--- src/osm_pkg.sv ---
// ----------------------------------------------------------------------------
// Operand stack machine package
// Shared sizes, opcode and status codes, and stack cell select codes.
// ----------------------------------------------------------------------------
`default_nettype none

package osm_pkg;

  localparam int unsigned STACK_DEPTH = 128;
  localparam int unsigned ARG_SLOTS   = 128;

  localparam int unsigned CNT_W   = $clog2(STACK_DEPTH + 1);
  localparam int unsigned ARG_AW  = $clog2(ARG_SLOTS);
  localparam int unsigned CMD_W   = 5;
  localparam int unsigned DEPTH_W = 8;

  typedef logic [31:0] word_t;

  typedef enum logic [CMD_W-1:0] {
    OP_POP       = 5'd0,
    OP_PUSHI     = 5'd1,
    OP_DUP       = 5'd2,
    OP_SWAP      = 5'd3,
    OP_SWAP_3RD  = 5'd4,
    OP_JMP       = 5'd5,
    OP_JZ        = 5'd6,
    OP_JPOS      = 5'd7,
    OP_JNEG      = 5'd8,
    OP_ADD       = 5'd9,
    OP_SUB       = 5'd10,
    OP_NEG       = 5'd11,
    OP_PUTC      = 5'd12,
    OP_HALT      = 5'd13,
    OP_AND       = 5'd14,
    OP_OR        = 5'd15,
    OP_ANDN      = 5'd16,
    OP_NOT       = 5'd17,
    OP_ARGCNT    = 5'd18,
    OP_SETCNT    = 5'd19,
    OP_ARGLD     = 5'd20,
    OP_ARGST     = 5'd21
  } op_e;

  typedef enum logic [2:0] {
    ST_OK      = 3'd0,
    ST_UNDER   = 3'd1,
    ST_OVER    = 3'd2,
    ST_ILLEGAL = 3'd3,
    ST_BADARG  = 3'd4
  } status_e;

  // What a stack cell loads at the next edge.
  typedef enum logic [2:0] {
    SEL_HOLD = 3'd0,
    SEL_UP   = 3'd1,
    SEL_DN1  = 3'd2,
    SEL_DN2  = 3'd3,
    SEL_LOAD = 3'd4
  } cell_sel_e;

endpackage

`default_nettype wire

--- src/osm_arg_file.sv ---
// ----------------------------------------------------------------------------
// Argument register file
// Memory with one write and one registered read port, valid bits for reset.
// ----------------------------------------------------------------------------
`default_nettype none

module osm_arg_file (
  input  wire logic                clk_i,
  input  wire logic                rst_ni,
  input  wire logic                we_i,
  input  wire logic [osm_pkg::ARG_AW-1:0] waddr_i,
  input  wire osm_pkg::word_t      wdata_i,
  input  wire logic [osm_pkg::ARG_AW-1:0] raddr_i,
  output osm_pkg::word_t           rdata_o
);
  import osm_pkg::*;

  word_t              mem [ARG_SLOTS];
  logic [ARG_SLOTS-1:0] vld_q;
  word_t              mem_rd_q;
  word_t              fwd_q;
  logic               hit_q;
  logic               rd_vld_q;

  always_ff @(posedge clk_i) begin
    if (we_i) begin
      mem[waddr_i] <= wdata_i;
    end
    mem_rd_q <= mem[raddr_i];
    fwd_q    <= wdata_i;
  end

  // A write to the address being read is passed straight through.
  always_ff @(posedge clk_i or negedge rst_ni) begin
    if (!rst_ni) begin
      vld_q    <= '0;
      hit_q    <= 1'b0;
      rd_vld_q <= 1'b0;
    end else begin
      if (we_i) begin
        vld_q[waddr_i] <= 1'b1;
      end
      hit_q    <= we_i && (waddr_i == raddr_i);
      rd_vld_q <= vld_q[raddr_i];
    end
  end

  assign rdata_o = hit_q ? fwd_q : (rd_vld_q ? mem_rd_q : '0);

endmodule

`default_nettype wire

--- config.mk ---
export PLATFORM = sky130hd
export DESIGN_NAME = osm_arg_file
export DESIGN_NICKNAME = d
export VERILOG_FILES = /design/src/osm_pkg.sv /design/src/osm_arg_file.sv
export SDC_FILE = /design/constraint.sdc
export NUM_CORES = 2
export LEC_CHECK = 0
export ABC_AREA = 1
export BUFFER_PORTS_ARGS = -buffer_cell sky130_fd_sc_hd__buf_2
export CAP_MARGIN = 0
export CORE_MARGIN = 1.5
export CORE_UTILIZATION = 25
export DETAILED_ROUTE_END_ITERATION = 6
export GPL_ROUTABILITY_DRIVEN = 0
export GPL_TIMING_DRIVEN = 0
export MAX_ROUTING_LAYER = met4
export PLACE_DENSITY_LB_ADDON = 0.05
export SETUP_SLACK_MARGIN = 0.15
export SYNTH_ARGS = -nofsm -noshare
export SYNTH_HDL_FRONTEND = slang
export SYNTH_SLANG_ARGS = --single-unit
--- constraint.sdc ---
create_clock -name clk_i -period 1.2 [get_ports clk_i]
set_clock_uncertainty 0.05 [all_clocks]
set_input_delay 0.12 -clock clk_i [delete_from_list [all_inputs] [get_ports clk_i]]
set_output_delay 0.12 -clock clk_i [all_outputs]
set_load 0.1 [all_outputs]
==> flow_metrics.py <==
metrics = {
    "outcome": {
        "violations": "negative hold slack, max-capacitance violations, max-slew violations, negative setup slack",
        "outcome": "finished, violations left",
    },
    "logic_synthesis": {
        "synth_top_area_share": 0.718,
        "synth_area_mm2": 0.171,
        "post-synth-top-count-cell": "nand2_1",
        "ys_types": 22,
        "synth_nets": 14100,
        "synth-seq-area-share": 0.745,
        "ys_ff_latch": 4290,
        "ys_top_cells_by_count": "nand2_1, nand3_1, edfxtp_1",
        "ys_warn_count": 0,
        "yosys.area.top_type": "edfxtp_1",
        "ys_async_sr_fraction": 0.0303,
        "synthCells": 14100,
        "avgSynthCellArea_um2": 12.2,
        "synthTopCellsByArea": "edfxtp_1, nand3_1, nand2_1, dfrtp_1, buf_2",
        "synth_edf_count": 4096,
        "ys.flop_type": "edfxtp_1",
    },
    "timing": {
        "period_needed_ns": 2.64,
        "rsz0062_at_grt": "true",
        "worstMarginPinSlew_ns": 1.51,
        "finalSetupTns_ns": -108.66,
        "layout_setup_ws_ns": -1.44,
        "timing.hold.ws_ns": -1.17,
        "setup_violations": 255,
        "slew_headroom": -0.00427,
        "maxSlewViolCount": 20,
        "hold_violations": 885,
        "fin_crit_sh": 2.20,
        "max_freq_mhz": 379,
    },
    "drt": {
        "detail-route-antenna-nets": 0,
        "routedWlPerCell_um": 37.8,
        "wirelength_um": 939000,
        "viasPerCell": 4.97,
        "drtPass1Iterations": 5,
        "first_iter_violations": 14700,
        "vias": 123000,
        "drc": 0,
    },
    "final_layout": {
        "area_delta_synth_final_pct": 30.3,
        "nets": 15400,
        "fill_cells": 67800,
        "drive_gt1_frac": 0.232,
        "final_area_mm2": 0.223,
    },
    "clock_tree": {
        "cts_buffers": 539,
        "htree_levels": 6,
        "cts_root_buf": "clkbuf_16",
        "cts.sinks": 4290,
        "clk_latency_ns": 1.15,
        "cts_tree": "done",
        "clock_path_buffers": 4,
        "path_clk_slew_ns": 0.06,
    },
    "critical_path": {
        "rrSetupSlack_ns": -0.74,
        "required_ns": 1.03,
        "arrival_ns": 2.47,
        "critPathKind": "reg2out",
        "crit_path_end_kind": "output pin",
        "reg2reg_depth": 8,
        "reg2reg_from": "mem[32][12]",
        "worstReg2RegEnd": "mem_rd_q[12]",
        "worstSetupStartpointType": "flop",
        "crit_fanout": 5,
    },
    "global_routing": {
        "antenna_found_initial": 127,
        "grt_util_all_layers": 0.271,
        "grt_pass1_vias": 116000,
        "overflow": 0,
        "grt_pass1_wl_um": 1210000,
        "grt_max_degree": 86,
    },
    "place": {
        "portBuffers": 74,
        "place_area_mm2": 0.191,
        "hpwl_um": 664000,
    },
    "power": {
        "fin_total_pwr_mw": 359,
        "vdd.ir_drop.worst_mv": 1.60,
        "p_leak_nw": 78.2,
        "cellPowerDensity_mw_per_mm2": 1610,
    },
    "run": {
        "maxCapViolCount": 2,
    },
    "floorplanning": {
        "core-area_mm2": 0.682,
        "row_count": 303,
        "fp.dieH_um": 831,
        "die_width_um": 831,
        "io_pins": 81,
        "start_util": 0.251,
        "die-area_mm2": 0.690,
    },
    "hold_path": {
        "min_path_type": "in2async",
    },
}
==> cell type report <==
class / instances / area [µm²] / area share
flip-flops and latches: 4290 / 128000 / 0.571
well taps: 8997 / 11300 / 0.0504
plain buffers: 949 / 6320 / 0.0283
inverters: 27 / 129 / 0.000577
diodes: 136 / 340 / 0.00152
repair buffers: 702 / 11900 / 0.0532
clock buffers: 751 / 14800 / 0.0663
clock inverters: 195 / 1640 / 0.00736
multi-input cells: 8817 / 49300 / 0.221
==> worst max-delay path by stage <==
stage                     startpoint            to  slack, ns  cells after the start
after global routing           hit_q   rdata_o[22]      -1.44                      6
after detailed placement  raddr_i[1]  mem_rd_q[19]      -3.79                     11
final                          hit_q   rdata_o[22]      -1.44                      6
after CTS                      hit_q   rdata_o[23]      -1.48                      6
after global placement    raddr_i[2]  mem_rd_q[13]      -4.72                      9
after floorplan           waddr_i[6]    mem[64][0]      -0.70                      4
==> state kept, by name, indices dropped and copies added (netlist names) <==
| signal | cells |
|---|---|
| fwd_q | 32 |
| vld_q | 128 |
| mem | 4096 |
| mem_rd_q | 32 |
| hit_q | 1 |
| rd_vld_q | 1 |
==> critical path, cell delays in order (launching register included) <==
cell	delay (ns)
dfrtp_1	0.39
buf_8	0.14
inv_12	0.08
clkbuf_16	0.17
nand3_4	0.17
nand2_4	0.15
buf_12	0.18
==> routing by layer <==
layer	up-vias	global-route usage	wire, µm	part of all wire
met4	0	0.0908	38800	0.041
met1	64600	0.379	425000	0.45
met3	1035	0.0395	62700	0.067
met2	4707	0.404	412000	0.44
li1	53100	-	-	-
met5	-	-	0	0
==> metrics by stage <==
step,hold slack [ns],util,std cells,worst slack [ns]
2_1_floorplan,-0.226,-,14100,-0.698
3_3_place_gp,0.397,0.270,23200,-4.72
3_5_place_dp,0.110,0.280,23400,-3.79
4_1_cts,-1.12,0.325,24700,-1.48
5_1_grt,-1.13,0.327,24800,-1.44
6_report,-1.17,0.328,24900,-1.44
==> logic make-up (layout without fill, tap and decap cells) <==
| group | after synthesis | after routing | share of synthesized area |
|---|---|---|---|
| AO/OA/AOI/OAI | 11 | 11 | 0.000394 |
| XOR/XNOR | 3 | 3 | 0.000153 |
| buffers and inverters | 976 | 2624 | 0.0294 |
| flip-flops | 4290 | 4290 | 0.745 |
| other | 0 | 136 | 0 |
| AND/OR/NAND/NOR | 8803 | 8803 | 0.225 |
==> report_power, final <==
part | internal (mW) | total [mW] | switching (mW)
logic | 8.50 | 36.0 | 27.5
clock network | 88.9 | 158 | 68.7
registers | 165 | 166 | 0.495
total | 263 | 359 | 96.7
==> repair_timing <==
action / in CTS / in global routing
gates resized for setup: 2165 / 221
hold buffers: 109 / 4
setup buffers: 172 / 63
endpoints found under the setup margin: 3581 / 4849
pin swaps: 529 / 118
endpoints found under the hold margin: 5821 / 1183
gates cloned: 1 / 1
==> placed cells by master (no fill, tap or decap), types with 70 or more instances in the layout <==
master and count:
or2_2 126, nand2_1 4243, buf_2 397, diode_2 136
buf_12 354, edfxtp_1 4096, nand3_2 656, buf_6 83
buf_16 95, buf_4 355, nand3_1 3091, dlygate4sd3_1 70
nor2_4 131, nand3_4 445, dfrtp_1 129, clkbuf_1 233
clkinv_1 91, clkbuf_2 79, clkbuf_16 557
No activity file was read; power rests on OpenSTA's default activity.
