===== config.mk =====
export PLATFORM = sky130hd
export DESIGN_NAME = osm_stack_cell
export DESIGN_NICKNAME = d
export VERILOG_FILES = /design/src/osm_pkg.sv /design/src/osm_stack_cell.sv
export SDC_FILE = /design/constraint.sdc
export NUM_CORES = 1
export LEC_CHECK = 0
export BUFFER_PORTS_ARGS = -buffer_cell sky130_fd_sc_hd__buf_2
export CAP_MARGIN = 25
export CORE_UTILIZATION = 41
export CTS_CLUSTER_DIAMETER = 30
export DETAILED_ROUTE_END_ITERATION = 10
export PLACE_DENSITY = 0.93
export SLEW_MARGIN = 20
export SYNTH_ARGS = -nofsm -noshare
export SYNTH_HDL_FRONTEND = slang
export SYNTH_SLANG_ARGS = --single-unit

===== constraint.sdc =====
create_clock -name clk_i -period 7.2 [get_ports clk_i]
set_clock_uncertainty 0.2 [all_clocks]
set_input_delay 1.44 -clock clk_i [delete_from_list [all_inputs] [get_ports clk_i]]
set_output_delay 1.44 -clock clk_i [all_outputs]
set_load 0.02 [all_outputs]

===== src/osm_pkg.sv =====
// ----------------------------------------------------------------------------
// Operand stack machine package
// Shared sizes, opcode and status codes, and stack cell select codes.
// ----------------------------------------------------------------------------
`default_nettype none

package osm_pkg;

  localparam int unsigned STACK_DEPTH = 128;
  localparam int unsigned ARG_SLOTS   = 128;

  localparam int unsigned CNT_W   = $clog2(STACK_DEPTH + 1);
  localparam int unsigned ARG_AW  = $clog2(ARG_SLOTS);
  localparam int unsigned CMD_W   = 5;
  localparam int unsigned DEPTH_W = 8;

  typedef logic [31:0] word_t;

  typedef enum logic [CMD_W-1:0] {
    OP_POP       = 5'd0,
    OP_PUSHI     = 5'd1,
    OP_DUP       = 5'd2,
    OP_SWAP      = 5'd3,
    OP_SWAP_3RD  = 5'd4,
    OP_JMP       = 5'd5,
    OP_JZ        = 5'd6,
    OP_JPOS      = 5'd7,
    OP_JNEG      = 5'd8,
    OP_ADD       = 5'd9,
    OP_SUB       = 5'd10,
    OP_NEG       = 5'd11,
    OP_PUTC      = 5'd12,
    OP_HALT      = 5'd13,
    OP_AND       = 5'd14,
    OP_OR        = 5'd15,
    OP_ANDN      = 5'd16,
    OP_NOT       = 5'd17,
    OP_ARGCNT    = 5'd18,
    OP_SETCNT    = 5'd19,
    OP_ARGLD     = 5'd20,
    OP_ARGST     = 5'd21
  } op_e;

  typedef enum logic [2:0] {
    ST_OK      = 3'd0,
    ST_UNDER   = 3'd1,
    ST_OVER    = 3'd2,
    ST_ILLEGAL = 3'd3,
    ST_BADARG  = 3'd4
  } status_e;

  // What a stack cell loads at the next edge.
  typedef enum logic [2:0] {
    SEL_HOLD = 3'd0,
    SEL_UP   = 3'd1,
    SEL_DN1  = 3'd2,
    SEL_DN2  = 3'd3,
    SEL_LOAD = 3'd4
  } cell_sel_e;

endpackage

`default_nettype wire


===== src/osm_stack_cell.sv =====
// ----------------------------------------------------------------------------
// Stack cell
// Holds one stack entry and loads it from the cell above, from one of the two cells below, or from a load value.
// ----------------------------------------------------------------------------
`default_nettype none

module osm_stack_cell (
  input  wire logic               clk_i,
  input  wire osm_pkg::cell_sel_e sel_i,
  input  wire osm_pkg::word_t     up_i,
  input  wire osm_pkg::word_t     dn1_i,
  input  wire osm_pkg::word_t     dn2_i,
  input  wire osm_pkg::word_t     load_i,
  output osm_pkg::word_t          val_o
);
  import osm_pkg::*;

  word_t val_q, val_d;

  always_comb begin
    unique case (sel_i)
      SEL_UP:   val_d = up_i;
      SEL_DN1:  val_d = dn1_i;
      SEL_DN2:  val_d = dn2_i;
      SEL_LOAD: val_d = load_i;
      default:  val_d = val_q;
    endcase
  end

  always_ff @(posedge clk_i) begin
    val_q <= val_d;
  end

  assign val_o = val_q;

endmodule

`default_nettype wire


==> results of run 1 <==
## cells by family after synthesis
kind of cell / synth area share [%]
DFF: 50.4
xor gates and xnor gates: 0.460
buffers and inverters: 5.19
AOI/OAI and AO/OA: 19.7
muxes: 16.8
and+or+nand+nor: 7.42
## power by group through the flow
| stage | sequential (W) | clock (W) | combinational [W] |
|---|---|---|---|
| 2_1_floorplan | 0.000292 | 0 | 0.0000527 |
| 3_5_place_dp | 0.000251 | 0 | 0.000161 |
| 4_1_cts | 0.000247 | 0.000168 | 0.000161 |
| 5_1_grt | 0.000249 | 0.000178 | 0.000172 |
| 6_report | 0.000247 | 0.000166 | 0.000160 |
| 3_3_place_gp | 0.000251 | 0 | 0.000157 |
## layout make-up
type                       instances  share of cell area [%]
timing repair buffer             166                    29.9
multi-input combinational        101                    30.2
tap                               52                    2.29
clock inverter                     3                    1.32
sequential                        32                    33.9
clock buffer                       5                    2.43
## critical path, cell delays in order
cell	delay [ps]
buf_2	720
nor2_4	110
nand2_1	340
buf_8	230
o221a_1	220
## metal layers
| metal | part of all wire (%) | track usage (%) | vias to the layer above |
|---|---|---|---|
| met4 | 1.2 | 6.44 | 0 |
| met3 | 6.4 | 5.63 | 8 |
| met1 | 38 | 25.0 | 843 |
| met2 | 54 | 38.6 | 100 |
| met5 | 0 | 0 | - |
| li1 | - | - | 909 |
## metrics by stage
| step | power, W | setup slack (ps) | hold WS [ps] | instances |
|---|---|---|---|---|
| finish | 0.000573 | 4060 | 1290 | 359 |
| global route | 0.000599 | 3970 | 1280 | 359 |
| CTS | 0.000576 | 3690 | 1290 | 358 |
| detailed placement | 0.000412 | 3430 | 1580 | 350 |
| global placement | 0.000408 | 3500 | 1580 | 349 |
| floorplan | 0.000344 | 3200 | 1490 | 147 |
## synth_stat cells
cell type  count
buf_6          4
buf_4          1
edfxtp_1      32
nor2_4         1
buf_1          2
xnor2_1        1
o221a_1       32
nor2b_1        1
nand2_1       33
buf_2          4
a21o_4         1
clkbuf_1       1
clkbuf_4       2
mux2i_1       32
## worst min path at each step
stage / from / to / slack [ps] / depth (start not counted)
after CTS: up_i[3] / val_o[3] / 1290 / 2
after detailed placement: up_i[14] / val_o[14] / 1580 / 2
after global placement: up_i[8] / val_o[8] / 1580 / 2
after global routing: up_i[3] / val_o[3] / 1280 / 2
after floorplan: up_i[22] / val_o[22] / 1490 / 1
final: up_i[7] / val_o[7] / 1290 / 2
==> impl_metrics.prom, run 1 <==
# TYPE chip_impl_metric gauge
chip_impl_metric{name="synth_nets",unit=""} 279
chip_impl_metric{name="floorplan.rows",unit=""} 24
chip_impl_metric{name="hold_viol",unit=""} 0
chip_impl_info{name="ctsRootBufferMaster",value="clkbuf_8"} 1
chip_impl_metric{name="clock_sink_count",unit=""} 32
chip_impl_metric{name="timing.critical_path.arrival",unit="ps"} 3080
chip_impl_metric{name="power.internal",unit="W"} 0.000413
chip_impl_metric{name="dieArea",unit="µm²"} 4920
chip_impl_metric{name="post_cts.resized_instances",unit=""} 0
chip_impl_info{name="rsz0062_at_grt",value="no"} 1
chip_impl_metric{name="htreeDepth",unit=""} 2
chip_impl_metric{name="initial_core_util",unit="%"} 43.2
chip_impl_metric{name="post_cts_buffers",unit=""} 0
chip_impl_metric{name="grt_remaining_overflow",unit=""} 0
chip_impl_metric{name="route.final.wire_length",unit="mm"} 5.34
chip_impl_metric{name="grt.total_usage",unit="%"} 21.5
chip_impl_info{name="synth.area.top_cells",value="edfxtp_1, o221a_1, mux2i_1"} 1
chip_impl_metric{name="p_comb_share",unit="%"} 28.0
chip_impl_metric{name="fin_tns_setup",unit="ps"} 0
chip_impl_metric{name="top_level_port_count",unit=""} 164
chip_impl_metric{name="power_frac_clock",unit="%"} 28.9
chip_impl_metric{name="worst_pin_slew",unit="ps"} 960
chip_impl_metric{name="p_sw",unit="W"} 0.000160
chip_impl_info{name="worstSetupStartpointType",value="input port"} 1
chip_impl_metric{name="drv_cap",unit=""} 0
chip_impl_metric{name="fmaxAchievable",unit="MHz"} 318
chip_impl_metric{name="largest_reg_flops",unit=""} 32
chip_impl_metric{name="cp_data_required_time",unit="ps"} 7130
chip_impl_metric{name="drt_iter0_markers",unit=""} 80
chip_impl_metric{name="postPlaceCellArea",unit="µm²"} 2720
chip_impl_metric{name="antenna_cells",unit=""} 0
chip_impl_info{name="critPathCapture",value="val_o[1]"} 1
chip_impl_metric{name="fin_nets",unit=""} 438
chip_impl_metric{name="power_density",unit="nW/µm²"} 202
chip_impl_metric{name="synth_cell_types",unit=""} 14
chip_impl_metric{name="routed_via_density",unit=""} 5.18
chip_impl_info{name="clock_tree_from_tritoncts",value="built"} 1
chip_impl_info{name="outcome",value="finished, final reports clean"} 1
chip_impl_metric{name="placeableCoreArea",unit="µm²"} 4410
chip_impl_metric{name="sequential_area_share_after_synthesis",unit="%"} 50.4
chip_impl_info{name="final_common_cell",value="buf_2"} 1
chip_impl_metric{name="leakagePower",unit="nW"} 1.36
chip_impl_metric{name="synthesized_flop_and_latch_total",unit=""} 32
chip_impl_metric{name="vdd_ir_drop_max",unit="µV"} 88.3
chip_impl_metric{name="post_synth_inst_count",unit=""} 147
chip_impl_metric{name="final_min_period_over_clock_period",unit="%"} 43.6
chip_impl_info{name="critPathLaunch",value="sel_i[0]"} 1
chip_impl_info{name="synth_top_area_cell",value="edfxtp_1"} 1
chip_impl_metric{name="drt_pre_antenna_iters",unit=""} 4
chip_impl_metric{name="fin_crit",unit="ps"} 3140
chip_impl_metric{name="flow.area_growth_from_synthesis",unit="%"} 48.9
chip_impl_metric{name="die_width",unit="µm"} 70.2
chip_impl_metric{name="setup_viol_count_final",unit=""} 0
chip_impl_metric{name="drive_above_1_share",unit="%"} 57.3
chip_impl_info{name="hold_path_class",value="input port to flop"} 1
chip_impl_metric{name="dp_hpwl",unit="mm"} 4.24
chip_impl_metric{name="routabilityCongestion",unit=""} 0.837
chip_impl_metric{name="cts_hold_buffers",unit=""} 0
chip_impl_metric{name="clockBufferDepth",unit=""} 2
chip_impl_metric{name="synth_top_cell_area_share",unit="%"} 50.4
chip_impl_metric{name="final_antenna_net_count",unit=""} 0
chip_impl_metric{name="fill_cells",unit=""} 358
chip_impl_metric{name="fraction_of_power_spent_switching_nets",unit="%"} 27.9
chip_impl_metric{name="antenna_found_initial",unit=""} 0
chip_impl_metric{name="cts_made_buffers",unit=""} 5
chip_impl_info{name="setup.worst_path.class",value="input port to flop"} 1
chip_impl_metric{name="avgRoutedWirePerCell",unit="µm"} 14.9
chip_impl_metric{name="mappedNetlistArea",unit="µm²"} 1910
chip_impl_metric{name="layout.area.seq",unit="µm²"} 961
chip_impl_metric{name="buffer_ports.inserted",unit=""} 163
chip_impl_metric{name="crit_fanout",unit=""} 33
chip_impl_metric{name="final_design_utilization",unit="%"} 64.3
chip_impl_info{name="most-common-layout-cells",value="buf_2, nand2_1, mux2i_1, o221a_1, edfxtp_1"} 1
chip_impl_metric{name="floorplan.die.height",unit="µm"} 70.2
chip_impl_metric{name="final_cell_area",unit="µm²"} 2840
chip_impl_metric{name="synth.yosys.warnings",unit=""} 0
chip_impl_metric{name="drc_errors",unit=""} 0
chip_impl_metric{name="dr_total_vias",unit=""} 1860
chip_impl_metric{name="drv_slew",unit=""} 0
chip_impl_metric{name="multi_input_comb_area",unit="µm²"} 856
chip_impl_metric{name="seqPwrFrac",unit="%"} 43.1
chip_impl_info{name="timing.critical_path.to_type",value="flop"} 1
chip_impl_metric{name="vias_in_the_first_global_route",unit=""} 1727
chip_impl_metric{name="max-slew-margin-rel",unit="%"} 36.0
chip_impl_metric{name="grt_max_degree",unit=""} 34
chip_impl_metric{name="postSynthAreaPerCell",unit="µm²"} 13.0
chip_impl_metric{name="global_route_wire_length_before_repair",unit="mm"} 8.22
chip_impl_metric{name="cts.clk_slew.worst_paths",unit="ps"} 70
Note: power is estimated with default switching activity, not from simulation.
==> run 2: changes to the inputs <==
--- a/config.mk
+++ b/config.mk
@@ -7,10 +7,10 @@
 export LEC_CHECK = 0
 export BUFFER_PORTS_ARGS = -buffer_cell sky130_fd_sc_hd__buf_2
 export CAP_MARGIN = 25
-export CORE_UTILIZATION = 41
+export CORE_UTILIZATION = 35
 export CTS_CLUSTER_DIAMETER = 30
 export DETAILED_ROUTE_END_ITERATION = 10
-export PLACE_DENSITY = 0.93
+export PLACE_DENSITY = 0.85
 export SLEW_MARGIN = 20
 export SYNTH_ARGS = -nofsm -noshare
 export SYNTH_HDL_FRONTEND = slang
==> constraint.sdc (replaced) <==
create_clock -name clk_i -period 2.7 [get_ports clk_i]
set_clock_uncertainty 0.2 [all_clocks]
set_input_delay 0.54 -clock clk_i [delete_from_list [all_inputs] [get_ports clk_i]]
set_output_delay 0.54 -clock clk_i [all_outputs]
set_load 0.02 [all_outputs]
==> impl_metrics.prom, run 2 (synthesis results as in run 1) <==
# TYPE chip_impl_metric gauge
chip_impl_info{name="rsz0062_at_grt",value="no"} 1
chip_impl_metric{name="cp_data_required_time",unit="ps"} 2510
chip_impl_metric{name="fmaxAchievable",unit="MHz"} 555
chip_impl_metric{name="path_depth",unit=""} 5
chip_impl_metric{name="flow.area_growth_from_synthesis",unit="%"} 50.0
chip_impl_metric{name="power_density",unit="nW/µm²"} 498
chip_impl_info{name="outcome",value="finished, final reports clean"} 1
chip_impl_metric{name="crit_fanout",unit=""} 32
chip_impl_metric{name="cts.clk_slew.worst_paths",unit="ps"} 60
chip_impl_metric{name="route.final.wire_length",unit="mm"} 5.60
chip_impl_info{name="setup.worst_path.class",value="input port to flop"} 1
chip_impl_metric{name="cts_made_buffers",unit=""} 5
chip_impl_metric{name="fin_nets",unit=""} 439
chip_impl_metric{name="drc_errors",unit=""} 0
chip_impl_metric{name="final_min_period_over_clock_period",unit="%"} 66.8
chip_impl_metric{name="post_cts_buffers",unit=""} 0
chip_impl_info{name="critPathSlowestCell",value="buf_4"} 1
chip_impl_info{name="most-common-layout-cells",value="buf_2, nand2_1, mux2i_1, o221a_1, edfxtp_1"} 1
chip_impl_metric{name="drv_cap",unit=""} 0
chip_impl_metric{name="max-slew-margin-rel",unit="%"} 63.3
chip_impl_metric{name="final_design_utilization",unit="%"} 55.2
chip_impl_metric{name="timing.critical_path.arrival",unit="ps"} 1620
chip_impl_metric{name="placeableCoreArea",unit="µm²"} 5170
chip_impl_metric{name="worst_pin_slew",unit="ps"} 551
chip_impl_metric{name="drt_pre_antenna_iters",unit=""} 4
chip_impl_info{name="clock_tree_from_tritoncts",value="built"} 1
chip_impl_metric{name="avgRoutedWirePerCell",unit="µm"} 14.9
chip_impl_metric{name="setup_viol_count_final",unit=""} 0
chip_impl_metric{name="grt_max_degree",unit=""} 33
chip_impl_metric{name="drv_slew",unit=""} 0
chip_impl_metric{name="final_antenna_net_count",unit=""} 0
chip_impl_metric{name="post_cts.resized_instances",unit=""} 0
chip_impl_metric{name="grt.total_usage",unit="%"} 18.7
chip_impl_metric{name="hold_viol",unit=""} 0
chip_impl_metric{name="dr_total_vias",unit=""} 1859
chip_impl_info{name="worst_path_cell_trace",value="buf_2 > buf_4 > mux2i_1 > nand2_1 > o221a_1"} 1
chip_impl_metric{name="critical-path-max-stage-delay",unit="ps"} 470
chip_impl_metric{name="dieArea",unit="µm²"} 5740
chip_impl_metric{name="largest_reg_flops",unit=""} 32
chip_impl_metric{name="antenna_found_initial",unit=""} 0
chip_impl_metric{name="top_level_port_count",unit=""} 164
chip_impl_metric{name="initial_core_util",unit="%"} 36.8
chip_impl_metric{name="vdd_ir_drop_max",unit="µV"} 208
chip_impl_metric{name="floorplan.die.height",unit="µm"} 75.8
chip_impl_info{name="timing.critical_path.to_type",value="flop"} 1
chip_impl_metric{name="fin_crit",unit="ps"} 1800
chip_impl_metric{name="global_route_wire_length_before_repair",unit="mm"} 7.86
chip_impl_metric{name="routed_via_density",unit=""} 4.93
chip_impl_metric{name="htreeDepth",unit=""} 2
chip_impl_metric{name="worst_hold_path.num_cells",unit=""} 2
chip_impl_metric{name="leakagePower",unit="nW"} 1.35
chip_impl_metric{name="path_buf_inv",unit=""} 2
chip_impl_metric{name="clock_sink_count",unit=""} 32
chip_impl_metric{name="vias_in_the_first_global_route",unit=""} 1709
chip_impl_metric{name="fin_tns_setup",unit="ps"} 0
chip_impl_metric{name="cts_hold_buffers",unit=""} 0
chip_impl_metric{name="fin_cells",unit=""} 377
chip_impl_metric{name="clockBufferDepth",unit=""} 2
chip_impl_metric{name="routabilityCongestion",unit=""} 0.801
chip_impl_info{name="worstSetupStartpointType",value="input port"} 1
chip_impl_info{name="ctsRootBufferMaster",value="clkbuf_8"} 1
chip_impl_metric{name="die_width",unit="µm"} 75.8
chip_impl_info{name="hold_path_class",value="input port to flop"} 1
chip_impl_metric{name="floorplan.rows",unit=""} 26
chip_impl_metric{name="buffer_ports.inserted",unit=""} 163
chip_impl_metric{name="antenna_cells",unit=""} 0
chip_impl_metric{name="drt_iter0_markers",unit=""} 50
chip_impl_info{name="final_common_cell",value="buf_2"} 1
chip_impl_metric{name="grt_remaining_overflow",unit=""} 0
chip_impl_info{name="critPathTopFamily",value="buffers and inverters"} 1
chip_impl_metric{name="numPlacedInstances",unit=""} 369
chip_impl_metric{name="drive_above_1_share",unit="%"} 57.3
-- run 2: cell count changes in the layout (fill, tap and decap cells not counted) --
cell | previous run | this run
buf_16 | 0 | 1
buf_8 | 1 | 0
buf_4 | 1 | 3
xnor2_4 | 0 | 1
buf_6 | 1 | 0
bufinv_16 | 1 | 0
xnor2_2 | 1 | 0
-- run 2: area by class of cell --
| type | count | area [µm²] |
|---|---|---|
| timing repair buffer | 167 | 866 |
| multi-input combinational | 101 | 867 |
| fill | 465 | 2310 |
| clock inverter | 2 | 7.51 |
| tap | 70 | 87.6 |
| sequential | 32 | 961 |
| clock buffer | 5 | 68.8 |
-- run 2: worst paths after layout --
path	start	to
hold / removal	up_i[3]	val_o[3]
setup / recovery	sel_i[0]	val_o[7]
-- run 2: metal layers --
| metal | wire, µm | vias up | track usage [%] | share of wire (%) |
|---|---|---|---|---|
| li1 | - | 907 | - | - |
| met1 | 2260 | 842 | 22.5 | 40 |
| met2 | 2840 | 97 | 32.4 | 51 |
| met3 | 391 | 13 | 4.23 | 7.0 |
| met4 | 121 | 0 | 7.00 | 2.2 |
| met5 | 0 | - | 0 | 0 |
-- run 2: power breakdown --
group	internal, W	total (W)	switching (W)
Clock	0.000169	0.000321	0.000152
Combinational	0.000197	0.000444	0.000247
Sequential	0.000642	0.000658	0.0000163
-- run 2: stage by stage --
stage | hold slack, ps | area, µm² | total power, W | setup slack, ps
after floorplan | 591 | 1910 | 0.000918 | 348
after global placement | 677 | 2750 | 0.00110 | 614
after detailed placement | 679 | 2750 | 0.00111 | 571
after CTS | 388 | 2830 | 0.00143 | 861
after global routing | 400 | 2860 | 0.00149 | 819
final | 397 | 2860 | 0.00142 | 898
==> run 3: changes to the inputs <==
--- a/config.mk
+++ b/config.mk
@@ -5,9 +5,10 @@
 export SDC_FILE = /design/constraint.sdc
 export NUM_CORES = 1
 export LEC_CHECK = 0
+export ABC_AREA = 1
 export BUFFER_PORTS_ARGS = -buffer_cell sky130_fd_sc_hd__buf_2
 export CAP_MARGIN = 25
-export CORE_UTILIZATION = 35
+export CORE_UTILIZATION = 38
 export CTS_CLUSTER_DIAMETER = 30
 export DETAILED_ROUTE_END_ITERATION = 10
 export PLACE_DENSITY = 0.85
==> constraint.sdc (replaced) <==
create_clock -name clk_i -period 1.5 [get_ports clk_i]
set_clock_uncertainty 0.2 [all_clocks]
set_input_delay 0.3 -clock clk_i [delete_from_list [all_inputs] [get_ports clk_i]]
set_output_delay 0.3 -clock clk_i [all_outputs]
set_load 0.02 [all_outputs]
==> impl_metrics.prom, run 3 <==
# TYPE chip_impl_metric gauge
chip_impl_metric{name="worst_pin_slew",unit="ps"} 258
chip_impl_metric{name="ys_async_sr_fraction",unit="%"} 0
chip_impl_metric{name="vias_in_the_first_global_route",unit=""} 2531
chip_impl_metric{name="crit_fanout",unit=""} 1
chip_impl_metric{name="post_cts.resized_instances",unit=""} 0
chip_impl_metric{name="cts_made_buffers",unit=""} 5
chip_impl_metric{name="power_density",unit="nW/µm²"} 748
chip_impl_info{name="worst_path_cell_trace",value="buf_2"} 1
chip_impl_metric{name="routabilityCongestion",unit=""} 0.832
chip_impl_metric{name="drive_above_1_share",unit="%"} 42.4
chip_impl_metric{name="synthesized_flop_and_latch_total",unit=""} 32
chip_impl_metric{name="fin_tns_setup",unit="ps"} 0
chip_impl_metric{name="fmaxAchievable",unit="MHz"} 750
chip_impl_metric{name="fin_crit",unit="ps"} 1330
chip_impl_info{name="rsz0062_at_grt",value="no"} 1
chip_impl_info{name="final_common_cell",value="buf_2"} 1
chip_impl_metric{name="max-slew-margin-rel",unit="%"} 82.7
chip_impl_metric{name="final_design_utilization",unit="%"} 58.2
chip_impl_metric{name="routed_via_density",unit=""} 5.04
chip_impl_metric{name="worst_hold_path.num_cells",unit=""} 3
chip_impl_metric{name="antenna_found_initial",unit=""} 0
chip_impl_metric{name="postPlaceCellArea",unit="µm²"} 3390
chip_impl_metric{name="clock_sink_count",unit=""} 32
chip_impl_info{name="hold_path_class",value="input port to flop"} 1
chip_impl_metric{name="dp_hpwl",unit="mm"} 5.72
chip_impl_metric{name="avgRoutedWirePerCell",unit="µm"} 13.1
chip_impl_metric{name="route.final.wire_length",unit="mm"} 7.33
chip_impl_metric{name="floorplan.rows",unit=""} 28
chip_impl_metric{name="global_route_wire_length_before_repair",unit="mm"} 11.1
chip_impl_info{name="yosys-top-cells-count",value="nand2_1, nand3_1, nor2_1"} 1
chip_impl_metric{name="fill_cells",unit=""} 560
chip_impl_metric{name="sequential_area_share_after_synthesis",unit="%"} 40.5
chip_impl_info{name="top_flip_flop_cell_by_instance_count_after_synthesis",value="edfxtp_1"} 1
chip_impl_info{name="timing.critical_path.to_type",value="output pin"} 1
chip_impl_metric{name="path_buf_inv",unit=""} 1
chip_impl_info{name="worstSetupStartpointType",value="flop"} 1
chip_impl_metric{name="dieArea",unit="µm²"} 6560
chip_impl_info{name="setup.worst_path.class",value="flop to output pin"} 1
chip_impl_info{name="synth.area.top_cells",value="edfxtp_1, nand3_1, nand2_1"} 1
chip_impl_metric{name="numPlacedInstances",unit=""} 554
chip_impl_metric{name="final_antenna_net_count",unit=""} 0
chip_impl_metric{name="grt_remaining_overflow",unit=""} 0
chip_impl_metric{name="synth_cell_types",unit=""} 15
chip_impl_metric{name="power.total",unit="W"} 0.00259
chip_impl_metric{name="critical-path-max-stage-delay",unit="ps"} 390
chip_impl_metric{name="drv_slew",unit=""} 0
chip_impl_metric{name="die_width",unit="µm"} 81.0
chip_impl_info{name="yosys.cell_count.top_type",value="nand2_1"} 1
chip_impl_metric{name="post_cts_buffers",unit=""} 0
chip_impl_metric{name="synth_nets",unit=""} 454
chip_impl_metric{name="placeableCoreArea",unit="µm²"} 5960
chip_impl_metric{name="largest_reg_flops",unit=""} 32
chip_impl_metric{name="antenna_cells",unit=""} 0
chip_impl_info{name="most-common-layout-cells",value="buf_2, nand3_1, nand2_1"} 1
chip_impl_metric{name="dr_total_vias",unit=""} 2827
chip_impl_metric{name="grt.total_usage",unit="%"} 22.2
chip_impl_info{name="clock_tree_from_tritoncts",value="built"} 1
chip_impl_info{name="worstHoldStart",value="up_i[18]"} 1
chip_impl_metric{name="drc_errors",unit=""} 0
chip_impl_metric{name="drv_cap",unit=""} 0
chip_impl_metric{name="final_cell_area",unit="µm²"} 3460
chip_impl_info{name="outcome",value="finished, final reports clean"} 1
chip_impl_info{name="synth_top_area_cell",value="edfxtp_1"} 1
chip_impl_metric{name="fin_nets",unit=""} 618
chip_impl_metric{name="floorplan.die.height",unit="µm"} 81.0
chip_impl_metric{name="fin_cells",unit=""} 561
chip_impl_metric{name="path_depth",unit=""} 1
chip_impl_metric{name="cts.clk_slew.worst_paths",unit="ps"} 60
chip_impl_info{name="critPathSlowestCell",value="edfxtp_1"} 1
chip_impl_metric{name="flow.area_growth_from_synthesis",unit="%"} 46.1
chip_impl_metric{name="cp_data_required_time",unit="ps"} 1000
chip_impl_info{name="hold_end",value="val_o[18]"} 1
chip_impl_metric{name="htreeDepth",unit=""} 2
chip_impl_metric{name="synth.yosys.warnings",unit=""} 0
chip_impl_metric{name="top_level_port_count",unit=""} 164
chip_impl_metric{name="final_min_period_over_clock_period",unit="%"} 88.9
chip_impl_metric{name="drt_pre_antenna_iters",unit=""} 5
chip_impl_metric{name="leakagePower",unit="nW"} 1.94
chip_impl_info{name="critPathTopFamily",value="flip-flops"} 1
chip_impl_metric{name="buffer_ports.inserted",unit=""} 163
chip_impl_metric{name="clockBufferDepth",unit=""} 2
chip_impl_metric{name="grt_max_degree",unit=""} 33
chip_impl_metric{name="setup_viol_count_final",unit=""} 0
chip_impl_metric{name="postSynthAreaPerCell",unit="µm²"} 7.36
chip_impl_metric{name="mappedNetlistArea",unit="µm²"} 2370
chip_impl_metric{name="drt_iter0_markers",unit=""} 134
chip_impl_metric{name="vdd_ir_drop_max",unit="µV"} 365
chip_impl_metric{name="cts_hold_buffers",unit=""} 0
chip_impl_metric{name="timing.critical_path.arrival",unit="ps"} 830
chip_impl_info{name="ctsRootBufferMaster",value="clkbuf_8"} 1
chip_impl_metric{name="synth_top_cell_area_share",unit="%"} 40.5
chip_impl_metric{name="post_synth_inst_count",unit=""} 322
chip_impl_metric{name="synth-edff-count",unit=""} 32
chip_impl_metric{name="initial_core_util",unit="%"} 39.8
chip_impl_metric{name="hold_viol",unit=""} 0
==> run 3: cell count changes after synthesis, sizes merged, moves of 33 or more <==
| cell | before | now |
|---|---|---|
| nand2 | 33 | 67 |
| inv | 0 | 33 |
| nor2 | 1 | 65 |
| nand3 | 0 | 64 |
==> run 3: power breakdown <==
group	total, W	internal [W]	switching [W]
clock network	0.000591	0.000305	0.000285
logic	0.000842	0.000349	0.000493
registers	0.00116	0.00113	0.0000287
==> run 3: area by class of cell <==
type / count / area, µm² / area share [%]
Clock buffer: 5 / 68.8 / 1.99
Clock inverter: 2 / 7.51 / 0.217
Inverter: 33 / 126 / 3.65
Multi-Input combinational cell: 230 / 1120 / 32.3
Sequential cell: 32 / 961 / 27.7
Tap cell: 75 / 93.8 / 2.71
Timing Repair Buffer: 184 / 1090 / 31.4
==> run 3: how the worst max path moves through the flow <==
stage / from / to
after floorplan: sel_i[2] / val_o[0]
after global placement: sel_i[0] / val_o[9]
after detailed placement: sel_i[1] / val_o[1]
after CTS: val_o[4] / val_o[4]
after global routing: val_o[17] / val_o[17]
final: val_o[4] / val_o[4]
==> run 3: layer usage <==
metal / vias to the layer above / track usage (%) / part of all wire, %
met5: - / 0 / 0
met4: 0 / 9.11 / 2.5
met3: 21 / 3.37 / 7.8
met2: 160 / 40.8 / 52
met1: 1248 / 25.5 / 38
li1: 1398 / - / -
==> run 3: cell families (layout without fill, tap and decap cells) <==
logic type / Yosys count / in the layout / synth area share, %
compound gates: 1 / 1 / 0.211
buf+inv: 60 / 224 / 13.6
flops: 32 / 32 / 40.5
simple gates: 229 / 229 / 45.7
==> run 3: per-stage QoR <==
step,setup slack (ps),hold WS [ps]
global placement,-30.2,406
global route,150,136
floorplan,9.70,313
detailed placement,-65.2,407
CTS,154,117
finish,166,128
